$ cat config.mk
export PLATFORM = sky130hd
export DESIGN_NAME = twfs_muldiv
export DESIGN_NICKNAME = d
export VERILOG_FILES = /design/src/rtl/assert_macros.svh /design/src/rtl/twfs_pkg.sv /design/src/rtl/twfs_muldiv.sv
export SDC_FILE = /design/constraint.sdc
export NUM_CORES = 1
export LEC_CHECK = 0
export BUFFER_PORTS_ARGS = -buffer_cell sky130_fd_sc_hd__buf_4
export CORE_MARGIN = 2
export CORE_UTILIZATION = 54
export DETAILED_ROUTE_END_ITERATION = 8
export MAX_ROUTING_LAYER = met4
export PLACE_DENSITY = 0.78
export SYNTH_ARGS = -nofsm -noshare
export SYNTH_HDL_FRONTEND = slang
export SYNTH_SLANG_ARGS = --single-unit
$ cat constraint.sdc
create_clock -name clk -period 3.7 [get_ports clk]
set_clock_uncertainty 0.1 [all_clocks]
set_input_delay 0.37 -clock clk [delete_from_list [all_inputs] [get_ports clk]]
set_output_delay 0.37 -clock clk [all_outputs]
set_load 0.01 [all_outputs]
$ cat src/rtl/assert_macros.svh
`ifndef ASSERT_MACROS_SVH
`define ASSERT_MACROS_SVH

// Condition that holds at every clock edge outside reset.
`define ASSERT_ALWAYS(lbl, cond, msg) \
  lbl: assert property (@(posedge clk) disable iff (rst) (cond)) else $error(msg);

// Antecedent in one cycle implies consequent in the next.
`define ASSERT_NEXT(lbl, ante, cons, msg) \
  lbl: assert property (@(posedge clk) disable iff (rst) (ante) |=> (cons)) else $error(msg);

`endif

$ cat src/rtl/twfs_pkg.sv
`timescale 1ns / 1ps
package twfs_pkg;

  localparam int RING_DEPTH = 512;
  localparam int RING_AW    = $clog2(RING_DEPTH);
  localparam int CNT_W      = $clog2(RING_DEPTH + 1);
  localparam int SAMPLE_W   = 32;
  localparam int SUM_W      = SAMPLE_W + $clog2(RING_DEPTH);
  localparam int STAMP_W    = 64;
  localparam int US_W       = 20;
  localparam logic [US_W-1:0] US_PER_SECOND = 20'd1000000;
  localparam int PROD_W     = STAMP_W + US_W;
  localparam int DIVISOR_W  = 32;
  localparam int STEP_W     = $clog2(PROD_W + 1);

  localparam int CFG_IDX_W  = 4;
  localparam int CFG_DATA_W = 32;
  localparam logic [CFG_IDX_W-1:0] REG_WINDOW_US        = 4'd0;
  localparam logic [CFG_IDX_W-1:0] REG_COUNTER_FREQUENCY = 4'd1;
  localparam logic [31:0] WINDOW_US_RESET         = 32'd1000000;
  localparam logic [31:0] COUNTER_FREQUENCY_RESET = 32'd1000000;

  localparam int COUNT_OUT_W = 10;
  localparam int IN_DATA_W   = 64;
  localparam int OUT_DATA_W  = 112;
  localparam int OUT_USER_W  = 1;

  typedef enum logic {
    OP_MUL,
    OP_DIV
  } unit_op_t;

  typedef struct packed {
    logic     start;
    unit_op_t op;
  } unit_req_t;

  typedef struct packed {
    logic busy;
    logic done;
  } unit_stat_t;

  typedef enum logic [3:0] {
    S_IDLE,
    S_MUL,
    S_DIV,
    S_PUSH,
    S_DROP_RD,
    S_DROP_SUB,
    S_TRIM,
    S_STATS,
    S_AVG,
    S_SCAN_START,
    S_SCAN,
    S_DONE
  } seq_state_t;

  // Ring position of a sum that stays below twice the depth.
  function automatic logic [RING_AW-1:0] ring_wrap(input logic [CNT_W:0] s);
    logic [CNT_W:0] t;
    t = (s >= (CNT_W+1)'(RING_DEPTH)) ? s - (CNT_W+1)'(RING_DEPTH) : s;
    return t[RING_AW-1:0];
  endfunction

endpackage

$ cat src/rtl/twfs_muldiv.sv
`timescale 1ns / 1ps
module twfs_muldiv (
  input  logic                           clk,
  input  logic                           rst,
  input  twfs_pkg::unit_req_t            req,
  output twfs_pkg::unit_stat_t           stat,
  input  logic [twfs_pkg::PROD_W-1:0]    opnd_a,
  input  logic [twfs_pkg::DIVISOR_W-1:0] opnd_b,
  output logic [twfs_pkg::PROD_W-1:0]    result
);
  import twfs_pkg::*;

  logic                 busy;
  logic                 done;
  unit_op_t             op;
  logic [STEP_W-1:0]    steps;
  logic [PROD_W-1:0]    work;
  logic [STAMP_W-1:0]   mcand;
  logic [US_W-1:0]      mul_k;
  logic [DIVISOR_W-1:0] divisor;
  logic [DIVISOR_W-1:0] rem;

  logic [DIVISOR_W:0]   rem_sh;
  logic [DIVISOR_W:0]   diff;
  logic                 fits;
  logic [PROD_W-1:0]    mul_next;

  always_comb begin
    rem_sh   = {rem, work[PROD_W-1]};
    diff     = rem_sh - {1'b0, divisor};
    fits     = rem_sh >= {1'b0, divisor};
    mul_next = {work[PROD_W-2:0], 1'b0} + (mul_k[US_W-1] ? PROD_W'(mcand) : '0);
  end

  always_ff @(posedge clk) begin
    if (rst) begin
      busy  <= 1'b0;
      done  <= 1'b0;
      steps <= '0;
      op    <= OP_MUL;
    end else begin
      done <= 1'b0;
      if (busy) begin
        steps <= steps - 1'b1;
        if (steps == STEP_W'(1)) begin
          busy <= 1'b0;
          done <= 1'b1;
        end
      end else if (req.start) begin
        busy  <= 1'b1;
        op    <= req.op;
        steps <= (req.op == OP_MUL) ? STEP_W'(US_W) : STEP_W'(PROD_W);
      end
    end
  end

  always_ff @(posedge clk) begin
    if (busy) begin
      if (op == OP_MUL) begin
        work  <= mul_next;
        mul_k <= {mul_k[US_W-2:0], 1'b0};
      end else begin
        // Restoring division, one quotient bit per cycle.
        rem  <= fits ? diff[DIVISOR_W-1:0] : rem_sh[DIVISOR_W-1:0];
        work <= {work[PROD_W-2:0], fits};
      end
    end else if (req.start) begin
      mcand   <= opnd_a[STAMP_W-1:0];
      mul_k   <= US_PER_SECOND;
      divisor <= opnd_b;
      rem     <= '0;
      work    <= (req.op == OP_MUL) ? '0 : opnd_a;
    end
  end

  assign stat.busy = busy;
  assign stat.done = done;
  assign result    = work;

endmodule

=== After elaboration in Yosys (flattened, before gate mapping) ===
Cells that the tools add are included.

* $add $sub $neg: 3
* $mul: 0
* Div/mod/pow operators: 0
* $lt $le $gt $ge: 1
* Equality and inequality tests: 3
* Shift operators: 0
* Multiplexer cells: 19
* Bitwise gates (word level): 1
* Reductions and logical operators: 5

{| class="wikitable"
|+ Operators with widths
! operator !! number
|-
| $mux 84 || 4
|-
| $mux 32 || 4
|-
| $add 84x64->84 || 1
|-
| $mux 64 || 1
|-
| $mux 20 || 3
|-
| $ge 33x32->1 || 1
|-
| $sub 32x32->32 || 1
|-
| $mux 7 || 3
|-
| $eq 7x1->1 const B || 1
|-
| $sub 7x1->7 const B || 1
|-
| $reduce_and 2->1 || 3
|-
| $mux 1 || 4
|-
| $ne 2x1->1 const B || 1
|-
| $ne 2x2->1 const B || 1
|-
| $reduce_bool 2->1 || 1
|-
| $reduce_or 2->1 || 1
|-
| $not 1->1 || 1
|}

* Bits in registers: 242
* Bits in latches: 0
* Bits in writable memories: 0
* Bits in read-only memories: 0
* Output and inout bits: 86
* Memories kept: 0

=== Depth between registers and ports, before layout ===
Gate-level depths: netlist of the first run.

* Depth after elaboration: 4
* Depth in mapped cells: 16

=== Worst setup path after synthesis of the first run ===
OpenSTA, ideal clock, no wires.

* Path type: register to register
* Start point: reg mul_k[19]
* End point: reg work[73], in the netlist result[73], data pin
* Arrival time: 3694 ps
* Path slack: -230 ps
* Stages on the path, launching flop included: 16
* Path buffers: 3
* Clock period less this slack: 3930 ps
* Path through: edfxtp_1 -> clkbuf_1 -> clkbuf_1 -> nand2_1 -> fa_1 -> nand2b_1 -> a21oi_1 -> o21ai_0 -> nand2_1 -> a41oi_1 -> nor4_2 -> o211ai_1 -> a2111o_1 -> clkbuf_1 -> a2111oi_0 -> nand3b_1

* Cells in the longest elaborated chain, start to end: 4

{| class="wikitable"
|+ Ends and longest elaborated chain
! what !! line !! source
|-
| from (decl) || twfs_muldiv.sv:19 || <nowiki>logic [US_W-1:0] mul_k;</nowiki>
|-
| from (signal assigned) || twfs_muldiv.sv:61 || <nowiki>mul_k <= {mul_k[US_W-2:0], 1'b0};</nowiki>
|-
| $mux 64 || twfs_muldiv.sv:32 || <nowiki>mul_next = {work[PROD_W-2:0], 1'b0} + (mul_k[US_W-1] ? PROD_W'(mcand) : '0);</nowiki>
|-
| $add 84x64->84 || twfs_muldiv.sv:32 ||
|-
| $mux 84 || twfs_muldiv.sv:59 || <nowiki>if (op == OP_MUL) begin</nowiki>
|-
| $mux 84 || twfs_muldiv.sv:58 || <nowiki>if (busy) begin</nowiki>
|-
| to (signal assigned) || twfs_muldiv.sv:60 || <nowiki>work <= mul_next;</nowiki>
|-
| to (signal assigned) || twfs_muldiv.sv:65 || <nowiki>work <= {work[PROD_W-2:0], fits};</nowiki>
|-
| to (signal assigned) || twfs_muldiv.sv:72 || <nowiki>work <= (req.op == OP_MUL) ? '0 : opnd_a;</nowiki>
|-
| to (decl) || twfs_muldiv.sv:17 || <nowiki>logic [PROD_W-1:0] work;</nowiki>
|}

No other way between the ends.
A chain may end at the register's enable or synchronous reset.

=== Final worst setup path of the first run ===
* Start point: reg mul_k[19]
* End point: reg work[68], in the netlist result[68], data pin

Same word-level chain as after synthesis.

==> impl_results.md, run 1 <==
* CTS root buffer: clkbuf_16
* Synth async-reset ratio at 0%
* WP buf/inv at 4
* CP Capture Type: register
* Main synth FF type: edfxtp_1
* Die Wd at 175 µm
* Post-Place Cell Area at 0.0193 mm²
* Gate Count Post-Synth at 1630
* VDD IR max at 0.382 mV
* Final #Nets at 2388
* Htree depth at 1
* Leakage at 9.54 nW
* Post-synthesis sequential area ratio at 44.4%
* Largest net degree at the start of global routing at 59
* Worst Hold Launch: opnd_a[81]
* Antenna Violating Nets Remaining at 0
* CP Class: reg2reg
* Number of synthesized flops with an enable pin at 226
* Initial Util at 54.9%
* 1st-iter DRT viols at 1577
* Share of cells above drive strength 1 at 32.4%
* Slack of the critical path at -0.227 ns
* Fmax at 255 MHz
* Clock transition at the registers of the reported paths at 0.06 ns
* Hold crit path type: in2reg
* First-pass GRT wire length at 82200 µm
* CTS tree: done
* Max-slew violations at 0
* Hold Path End: result[81]$_DFFE_PP_
* Clock buffer depth at 3
* Flops & latches, synth at 236
* Largest family of logic cells by synthesized area: compound AO/OA/AOI/OAI gates
* Router iterations before antenna repair at 6
* Clk_lat worst skew at 0.56 ns
* Gr usage total at 34.8%
* Unrepaired setup endpoints after global routing: true
* R2r setup slk at -0.23 ns
* Hold path depth at 3
* Routed WL at 55800 µm
* Failing checks: negative setup slack
* Post-synthesis mux area share at 2.30%
* Reg2Reg Capture Point: result[68]$_DFFE_PP_
* Slowest CP cell: a221o_1
* Post-Synthesis Cell Area at 0.0157 mm²
* Delay-heaviest family, CP: compound AO/OA/AOI/OAI gates
* Crit path required time at 3.90 ns
* Simple-gate area share of the yosys netlist at 16.7%
* Syn. warnings at 0
* DIE AREA at 0.0305 mm²
* Worst-margin pin slew at 0.924 ns
* Initial antenna violation count at 4
* R2r worst-path depth at 15
* Crit-path cells: buf_6 > buf_12 > and2_4 > ha_4 > a21oi_1 > o21ai_0 > a221o_1 > a22oi_2 > a2111oi_4 > buf_4 > o21ai_4 > a21oi_4 > buf_6 > and4_1 > or3_1
* Total power at 11.3 mW
* Run status: complete, but fails checks
* RePlAce Congestion at 0.968
* FF-to-FF Start: mul_k[19]$_SDFFCE_PN1P_
* Final hold violation count at 0
* Crit path depth at 15
* Post-Synth Adder-Cell Area at 7.96%
* Syn_nets at 1849
* Hpwl dp at 35300 µm
* IO Pins at 206
* Row count at 62
* MaxCap Viol Count at 0
* Syn_area_per_cell at 9.66 µm²
* Cts bufs inserted at 27
* WP data arrival at 4.13 ns
* Quantity of I/O buffers inserted on ports at 205
* DRC at 0
* Synth Area in XOR/XNOR at 4.50%
* Area grow syn2layout at 45.2%
* Pwr Density at 492 mW/mm²
* Synth cell types at 74
* Core area at 0.0287 mm²
* Vias in the first global route at 15300
* Critical path launch point: mul_k[19]$_SDFFCE_PN1P_
* GRT overflow at 0
* Max stage delay on crit path at 0.44 ns
* Cell area after layout at 0.0229 mm²
* Final min period at 3.93 ns
* Final number of setup-violating endpoints at 22
* Relative slew margins at 38.3%
* Compound-cell area share of the yosys netlist at 20.4%
* CTS Sinks at 236
* WL/cell at 21.6 µm
* Vias per Instance at 6.19
* CP max FO at 7
* Die H at 175 µm
* Part of the cycle the worst path needs at 106%
* CP startpoint kind: register
* Cell mode on critical path: buf_6
* Via count at 16000
cells in the mapped netlist (4+ instances only):
master    instances  area [µm²]
nand2_1         140         526
o21ai_0         122         611
xnor2_1          49         429
nor3_1           23         115
ha_1             97        1210
o21a_1            8        60.1
a32oi_1           9        78.8
a21oi_1         130         651
a221o_1          10         100
buf_1             7        26.3
a22o_1           12         105
a22oi_1          36         270
a21boi_0          4        30.0
o311ai_0          5        43.8
nand2b_1         20         125
and4_1            5        43.8
a221oi_1          4        35.0
nor2_1          132         495
nor4_1            8        50.1
or3_1             9        56.3
edfxtp_1        226        6790
mux2i_1          35         350
xor2_1           32         280
or4_1             4        30.0
a31o_2            4        35.0
a21o_1           52         390
and2_1           77         482
o21bai_1         15         113
clkbuf_1         62         233
a31oi_1          10        62.6
a2111o_1          6        67.6
dfxtp_1          10         200
o31ai_1          11        82.6
inv_1            73         274
nand4_1          29         181
nand3_1          50         250
o211ai_1          9        67.6
nor2b_1          13        81.3
a211oi_1         11        82.6
and3_1           17         106
layout make-up:
cell class                      instances  area (µm²)
Multi-Input combinational cell       1245        9320
Sequential cell                       236        6990
Fill cell                            1748        5830
Timing Repair Buffer                  586        4900
Clock buffer                           33         698
Tap cell                              384         480
Inverter                               73         278
Clock inverter                         17         195
Antenna cell                            4        10.0
repair_timing:
item                                    in CTS  in global routing
hold endpoints to repair                   110                  0
buffers inserted                            21                 29
cloned                                       3                  2
resized for setup                           85                171
hold buffers                               100                  0
pin swaps                                   16                 84
endpoints found under the setup margin      40                 82
placed cells by master (no fill, tap or decap), types with 12 or more instances in the layout:
master         Yosys  layout
xnor2_1           49      47
edfxtp_1         226     226
and2_4             0      19
o21bai_1          15      14
a21o_1            52      52
ha_4               0      34
nor3_1            23      19
xor2_1            32      32
a21oi_1          130     100
nand2b_1          20      18
dlygate4sd3_1      0     100
inv_1             73      68
and3_1            17      16
buf_4              2     451
nor2b_1           13      12
nand4_1           29      29
nand2_1          140     128
o21ai_1            1      16
mux2i_1           35      32
nor2_1           132     125
a22oi_1           36      35
nand3_1           50      43
buf_6              3      24
and2_1            77      58
ha_1              97      59
a22o_1            12      12
clkbuf_16          0      30
a21oi_2            1      25
o21ai_0          122      98
power breakdown:
group | switching (mW) | internal, mW
logic | 2.51 | 2.32
clock network | 1.17 | 1.62
registers | 0.300 | 3.34
total | 3.98 | 7.27
layer usage:
layer / routed length, µm / track usage [%]
met5: 0 / -
met4: 2610 / 12.4
met3: 4860 / 3.87
met2: 26500 / 55.7
met1: 21700 / 45.9
tightest hold or removal path, cell delays in order:
cell and delay (ns):
buf_4 0.08, nand2_1 0.05, nand3_1 0.07
state kept, by name, indices dropped and copies added, names as in the netlist, 7 cells and up:
| name | cells |
|---|---|
| mul_k | 14 |
| steps | 7 |
| rem | 32 |
| result | 84 |
| divisor | 32 |
| mcand | 64 |
how the worst max path moves through the flow:
| stage | end | slack, ns |
|---|---|---|
| 2_1_floorplan | result[73]$_DFFE_PP_ | -0.003 |
| 3_3_place_gp | result[68]$_DFFE_PP_ | -0.32 |
| 3_5_place_dp | result[68]$_DFFE_PP_ | -0.40 |
| 4_1_cts | result[72]$_DFFE_PP_ | -0.14 |
| 5_1_grt | result[68]$_DFFE_PP_ | -0.32 |
| 6_report | result[68]$_DFFE_PP_ | -0.23 |
through the flow:
step / TNS (ns) / utilization [%] / hold slack [ns] / cells / setup WS, ns
floorplan: -0.00320 / - / 0.321 / 1630 / -0.00320
global placement: -1.95 / 67.2 / 0.349 / 2374 / -0.322
detailed placement: -3.63 / 67.2 / 0.357 / 2374 / -0.403
CTS: -0.935 / 76.1 / 0.00594 / 2548 / -0.142
global route: -6.33 / 79.7 / 0.0199 / 2578 / -0.324
finish: -1.75 / 79.7 / 0.0158 / 2578 / -0.227
cell families (layout without fill, tap and decap cells):
group                    Yosys count  after routing
flip-flops                       236            236
buffers and inverters            150            709
multiplexers                      36             36
XOR/XNOR                          81             81
other                              0              4
AO/OA/AOI/OAI                    491            492
adder cells (fa/ha/maj)           99             99
AND/OR/NAND/NOR                  537            537
No activity file was read; power rests on OpenSTA's default activity.
==> inputs of run 2 (changes only) <==
RECOVER_POWER = 50   (was unset)
==> run 2 against run 1 <==
Against the previous run:
- the run ends with max-capacitance violations, max-slew violations, negative setup slack left
- via count down 0.22%
- wire length is 0.30% lower
- global-route usage did not move
- utilization is 1.5 points lower
- non-clock buffer count is the same
- register-to-register slack is essentially flat
- critical path depth unchanged
- worst setup slack worse by 0.012 ns
- sequential share of layout area is 0.58 points higher
- final area down 1.9%
- total power shrank 1.2%
- sequential power hardly changed
- critical endpoint unchanged
==> impl_results.md, run 2 (synthesized netlist as in run 1, its figures left out) <==
* Core area at 0.0287 mm² (unchanged)
* Pwr Density at 495 mW/mm² (+0.63%)
* Vias per Instance at 6.18 (-0.22%)
* Most frequent cells in the layout: buf_4, edfxtp_1, nand2_1
* CP startpoint kind: register
* Max reg flops at 84 (unchanged)
* Cells after DPL at 2374 (unchanged)
* Die Wd at 175 µm (unchanged)
* Final hold violation count at 0 (unchanged)
* Clock transition at the registers of the reported paths at 0.06 ns (about the same)
* CP Capture Type: register
* Vias in the first global route at 15300 (unchanged)
* CTS Sinks at 236 (unchanged)
* Row count at 62 (unchanged)
* Run status: complete, but fails checks
* GRT overflow at 0 (unchanged)
* MaxCap Viol Count at 3 (+3)
* First-pass GRT wire length at 82200 µm (unchanged)
* DIE AREA at 0.0305 mm² (unchanged)
* Leakage at 9.10 nW (-4.6%)
* Unrepaired setup endpoints after global routing: true
* Hold crit path type: in2reg
* IO Pins at 206 (unchanged)
* Quantity of I/O buffers inserted on ports at 205 (unchanged)
* Max-slew violations at 122 (+122)
* Cts bufs inserted at 27 (unchanged)
* Area grow syn2layout at 42.5%
* CTS root buffer: clkbuf_16
* Antenna Violating Nets Remaining at 0 (unchanged)
* 1st-iter DRT viols at 1554 (-1.5%)
* Dpl ws at -0.403 ns (unchanged)
* Part of the cycle the worst path needs at 106% (+0.33 points)
* Final TNS setup at -2.02 ns (-0.270 ns)
* Final min period at 3.94 ns (+0.0121 ns)
* Final Non-Filler Cells at 2578 (unchanged)
* DRC at 0 (unchanged)
* Final core utilization at 78.2% (-1.5 points)
* Final number of setup-violating endpoints at 25 (+14%)
* WL/cell at 21.6 µm (-0.30%)
* Slack of the critical path at -0.239 ns (-0.0121 ns)
* Fmax at 254 MHz (-0.31%)
* Commonest non-fill, non-tap cell in the layout: buf_4
* Initial antenna violation count at 4 (unchanged)
* Share of cells above drive strength 1 at 27.3% (-5.2 points)
* Post-Place Cell Area at 0.0193 mm² (unchanged)
* Clock buffer depth at 3 (unchanged)
* Clk_lat worst skew at 0.56 ns (about the same)
* Gr usage total at 34.8% (unchanged)
* CP max FO at 7 (unchanged)
* Worst-margin pin slew at 1.89 ns (+0.969 ns)
* Routed WL at 55600 µm (-0.30%)
* Router iterations before antenna repair at 5 (-1)
* Via count at 15900 (-0.22%)
* CTS tree: done
* Crit path required time at 3.90 ns (about the same)
* Htree depth at 1 (unchanged)
* Largest net degree at the start of global routing at 59 (unchanged)
* WP data arrival at 4.14 ns (about the same)
* Initial Util at 54.9% (unchanged)
* VDD IR max at 0.381 mV (-0.33%)
* Failing checks: max-capacitance violations, max-slew violations, negative setup slack
* Hpwl dp at 35300 µm (unchanged)
* Fillers at 1907 (+9.1%)
* Final #Nets at 2388 (unchanged)
* Die H at 175 µm (unchanged)
* Cell area after layout at 0.0224 mm² (-1.9%)
* RePlAce Congestion at 0.968 (unchanged)
* Relative slew margins at -26.2% (-64 points)
* CP Class: reg2reg
-- run 2: cell types whose count changed in the layout (fill, tap and decap cells not counted), moves of 6 or more --
cell      before  now
and2_0         0    6
and2_1        58   52
buf_4        451  266
clkbuf_1       6  118
clkbuf_4       0   72
-- run 2: stage by stage --
stage,total power [mW],hold WS (ns)
4_1_cts,10.6,0.00594
3_3_place_gp,7.48,0.349
3_5_place_dp,7.56,0.357
6_report,11.1,0.0163
2_1_floorplan,5.86,0.321
5_1_grt,11.6,0.0199
-- run 2: worst max-delay path, stage by stage, from the launching register on --
cell	delay (ns)
edfxtp_1	0.41
buf_6	0.18
buf_12	0.15
and2_4	0.14
ha_4	0.21
a21oi_1	0.23
o21ai_0	0.20
a221o_1	0.44
a22oi_2	0.33
a2111oi_4	0.11
buf_4	0.17
o21ai_4	0.23
a21oi_4	0.11
buf_6	0.14
and4_1	0.17
or3_1	0.36
-- run 2: power by group --
| part | internal, mW | switching (mW) | total [mW] |
|---|---|---|---|
| clock | 1.62 | 1.16 | 2.78 |
| combinational | 2.19 | 2.51 | 4.69 |
| sequential | 3.34 | 0.296 | 3.63 |
| total | 7.15 | 3.97 | 11.1 |
-- run 2: final timing paths --
path,start,end,slack (ns),cells after the start
setup reg to reg,mul_k[19]$_SDFFCE_PN1P_,result[68]$_DFFE_PP_,-0.24,15
setup / recovery,mul_k[19]$_SDFFCE_PN1P_,result[68]$_DFFE_PP_,-0.24,15
hold reg to reg,steps[6]$_SDFFE_PP0P_,done$_SDFF_PP0_,0.37,1
hold / removal,opnd_a[81],result[81]$_DFFE_PP_,0.02,3
-- run 2: metal layers --
layer / GRT usage, % / share of wire [%] / up-vias
li1: - / - / 7178
met1: 45.9 / 39 / 7603
met2: 55.7 / 48 / 969
met3: 3.87 / 8.5 / 176
met4: 12.4 / 4.4 / 0
met5: - / 0 / -
-- run 2: cell type report --
| type | count | area [µm²] | area share (%) |
|---|---|---|---|
| Sequential cell | 236 | 6990 | 31.1 |
| Multi-Input combinational cell | 1245 | 9320 | 41.5 |
| Clock inverter | 17 | 195 | 0.870 |
| Antenna cell | 4 | 10.0 | 0.0446 |
| Clock buffer | 33 | 698 | 3.11 |
| Tap cell | 384 | 480 | 2.14 |
| Inverter | 73 | 275 | 1.23 |
| Timing Repair Buffer | 586 | 4480 | 19.9 |
-- run 2: what timing repair did --
action	in CTS	in global routing
pin swaps	16	84
endpoints found under the hold margin	110	0
gates resized for setup	85	171
setup buffers	21	29
cloned	3	2
hold buffers	100	0
endpoints found under the setup margin	40	82
==> inputs of run 3 (changes only) <==
CORE_ASPECT_RATIO = 0.8   (was unset)
CTS_CLUSTER_DIAMETER = 150   (was unset)
SKIP_LAST_GASP = 1   (was unset)
==> run 3 against run 2 <==
Against the previous run:
- the flow still finishes with violations (max-capacitance violations, max-slew violations, negative setup slack)
- sequential share of layout area rose by 1.8 points
- via count fell by 3.4%
- first-iteration DRC count rose by 4.2%
- critical endpoint is now result[67]$_DFFE_PP_
- total power fell by 5.9%
==> impl_results.md, run 3 (synthesized netlist as in run 1, its figures left out) <==
* WP data arrival at 4.29 ns (+0.15 ns)
* Fmax at 252 MHz (-0.67%)
* Hold crit path type: in2reg
* Clock buffer depth at 3 (unchanged)
* Vias in the first global route at 14800 (-2.8%)
* Vias per Instance at 6.13 (-0.73%)
* RePlAce Congestion at 0.964 (-0.38%)
* Die H at 157 µm (-10%)
* Pwr Density at 493 mW/mm² (-0.46%)
* CP Capture Type: register
* Fillers at 2138 (+12%)
* Final TNS setup at -2.07 ns (-0.0415 ns)
* Relative slew margins at -26.3% (-0.081 points)
* CTS tree: done
* Failing checks: max-capacitance violations, max-slew violations, negative setup slack
* Final hold violation count at 0 (unchanged)
* WL/cell at 20.8 µm (-3.4%)
* CTS Sinks at 236 (unchanged)
* Hpwl dp at 35700 µm (+1.1%)
* WL met3 at 4830 µm (+2.5%)
* Unrepaired setup endpoints after global routing: true
* Largest net degree at the start of global routing at 67 (+14%)
* Quantity of I/O buffers inserted on ports at 205 (unchanged)
* Die Wd at 195 µm (+12%)
* Antenna Violating Nets Remaining at 0 (unchanged)
* Commonest non-fill, non-tap cell in the layout: buf_4
* Routed WL at 52200 µm (-6.0%)
* Post-Place Cell Area at 0.0190 mm² (-1.3%)
* IO Pins at 206 (unchanged)
* Final min period at 3.97 ns (+0.0265 ns)
* Crit path required time at 4.03 ns (+0.13 ns)
* Slack of the critical path at -0.266 ns (-0.0265 ns)
* MaxCap Viol Count at 2 (-1)
* Final #Nets at 2335 (-2.2%)
* Final number of setup-violating endpoints at 16 (-36%)
* CTS root buffer: clkbuf_16
* 1st-iter DRT viols at 1620 (+4.2%)
* CP startpoint kind: register
* Cell area after layout at 0.0212 mm² (-5.5%)
* Dpl ws at -0.516 ns (-0.113 ns)
* Leakage at 8.68 nW (-4.6%)
* Via count at 15400 (-3.4%)
* Most frequent cells in the layout: buf_4, edfxtp_1, nand2_1
* VDD IR max at 0.419 mV (+9.8%)
* Share of cells above drive strength 1 at 21.6% (-5.7 points)
* Row count at 55 (-11%)
* Gr usage total at 34.1% (-0.67 points)
* First-pass GRT wire length at 80200 µm (-2.4%)
* Clock transition at the registers of the reported paths at 0.06 ns (about the same)
* Initial antenna violation count at 2 (-2)
* Part of the cycle the worst path needs at 107% (+0.72 points)
* CP max FO at 8 (+1)
* Multi-input gate area at 0.00872 mm² (-6.4%)
* DRC at 0 (unchanged)
* Area grow syn2layout at 34.7%
* Run status: complete, but fails checks
* DIE AREA at 0.0306 mm² (about the same)
* Worst-margin pin slew at 1.89 ns (+0.00121 ns)
* GRT overflow at 0 (unchanged)
* Met1 WL at 22300 µm (+2.6%)
* Highest routed metal layer: met4
* Max-slew violations at 88 (-28%)
* Htree depth at 1 (unchanged)
* CP Class: reg2reg
* Met2 WL at 23200 µm (-13%)
* Initial Util at 55.3% (+0.41 points)
* Core area at 0.0285 mm² (-0.74%)
* Clk_lat worst skew at 0.56 ns (about the same)
* FF/Latch Area at 0.00699 mm² (unchanged)
* Cts bufs inserted at 26 (-3.7%)
* Max reg flops at 84 (unchanged)
* Router iterations before antenna repair at 6 (+1)
-- run 3: path summary, 6_finish.rpt --
kind / slack (ns) / from / depth (start not counted) / end
setup / recovery: -0.27 / mul_k[19]$_SDFFCE_PN1P_ / 16 / result[67]$_DFFE_PP_
hold / removal: 0.02 / opnd_a[64] / 3 / result[64]$_DFFE_PP_
setup reg to reg: -0.27 / mul_k[19]$_SDFFCE_PN1P_ / 16 / result[67]$_DFFE_PP_
hold reg to reg: 0.38 / steps[3]$_SDFFE_PP0P_ / 2 / steps[3]$_SDFFE_PP0P_
-- run 3: metrics by stage --
stage	total power, mW	hold slack (ns)	instances	utilization, %
after global routing	10.9	0.0184	2507	74.5
after CTS	10.3	0.00761	2491	74.0
after floorplan	5.86	0.321	1630	-
final	10.5	0.0171	2508	74.5
after detailed placement	7.50	0.369	2333	66.8
after global placement	7.41	0.358	2333	66.8
-- run 3: layout make-up --
| cell class | instances | share of cell area [%] |
|---|---|---|
| clock inverter | 19 | 0.767 |
| antenna | 3 | 0.0354 |
| multi-input combinational | 1244 | 41.1 |
| inverter | 73 | 1.31 |
| tap | 370 | 2.18 |
| timing repair buffer | 535 | 18.4 |
| sequential | 236 | 32.9 |
| clock buffer | 28 | 3.20 |
-- run 3: repair_timing --
item | 4_1_cts | 5_1_grt
pin swaps | 4 | 20
resized for setup | 26 | 93
setup buffers | 7 | 15
endpoints found under the setup margin | 66 | 83
hold buffers | 102 | 0
cloned | 2 | 0
endpoints found under the hold margin | 116 | 0
-- run 3: report_power, final --
part           leakage (nW)  internal [mW]  switching, mW
Combinational          5.94           1.90           2.32
Clock                 0.408           1.47           1.16
Sequential             2.34           3.34          0.267
Total                  8.68           6.71           3.75
-- run 3: worst max-delay path, cell delays in order, from the launching register on --
cell      delay, ns
edfxtp_1       0.45
buf_6          0.17
buf_4          0.15
and2_4         0.15
ha_4           0.28
buf_4          0.11
buf_4          0.10
nand2_1        0.10
nor2_2         0.21
nand4_1        0.22
nor4_2         0.33
buf_4          0.19
o211ai_1       0.15
a2111o_1       0.47
buf_4          0.20
a2111o_1       0.38
nand3_1        0.09
-- run 3: per-layer routing --
layer,vias up,GRT usage (%)
li1,7075,-
met1,7322,46.8
met2,853,51.4
met3,130,5.60
met4,0,12.0
met5,-,-
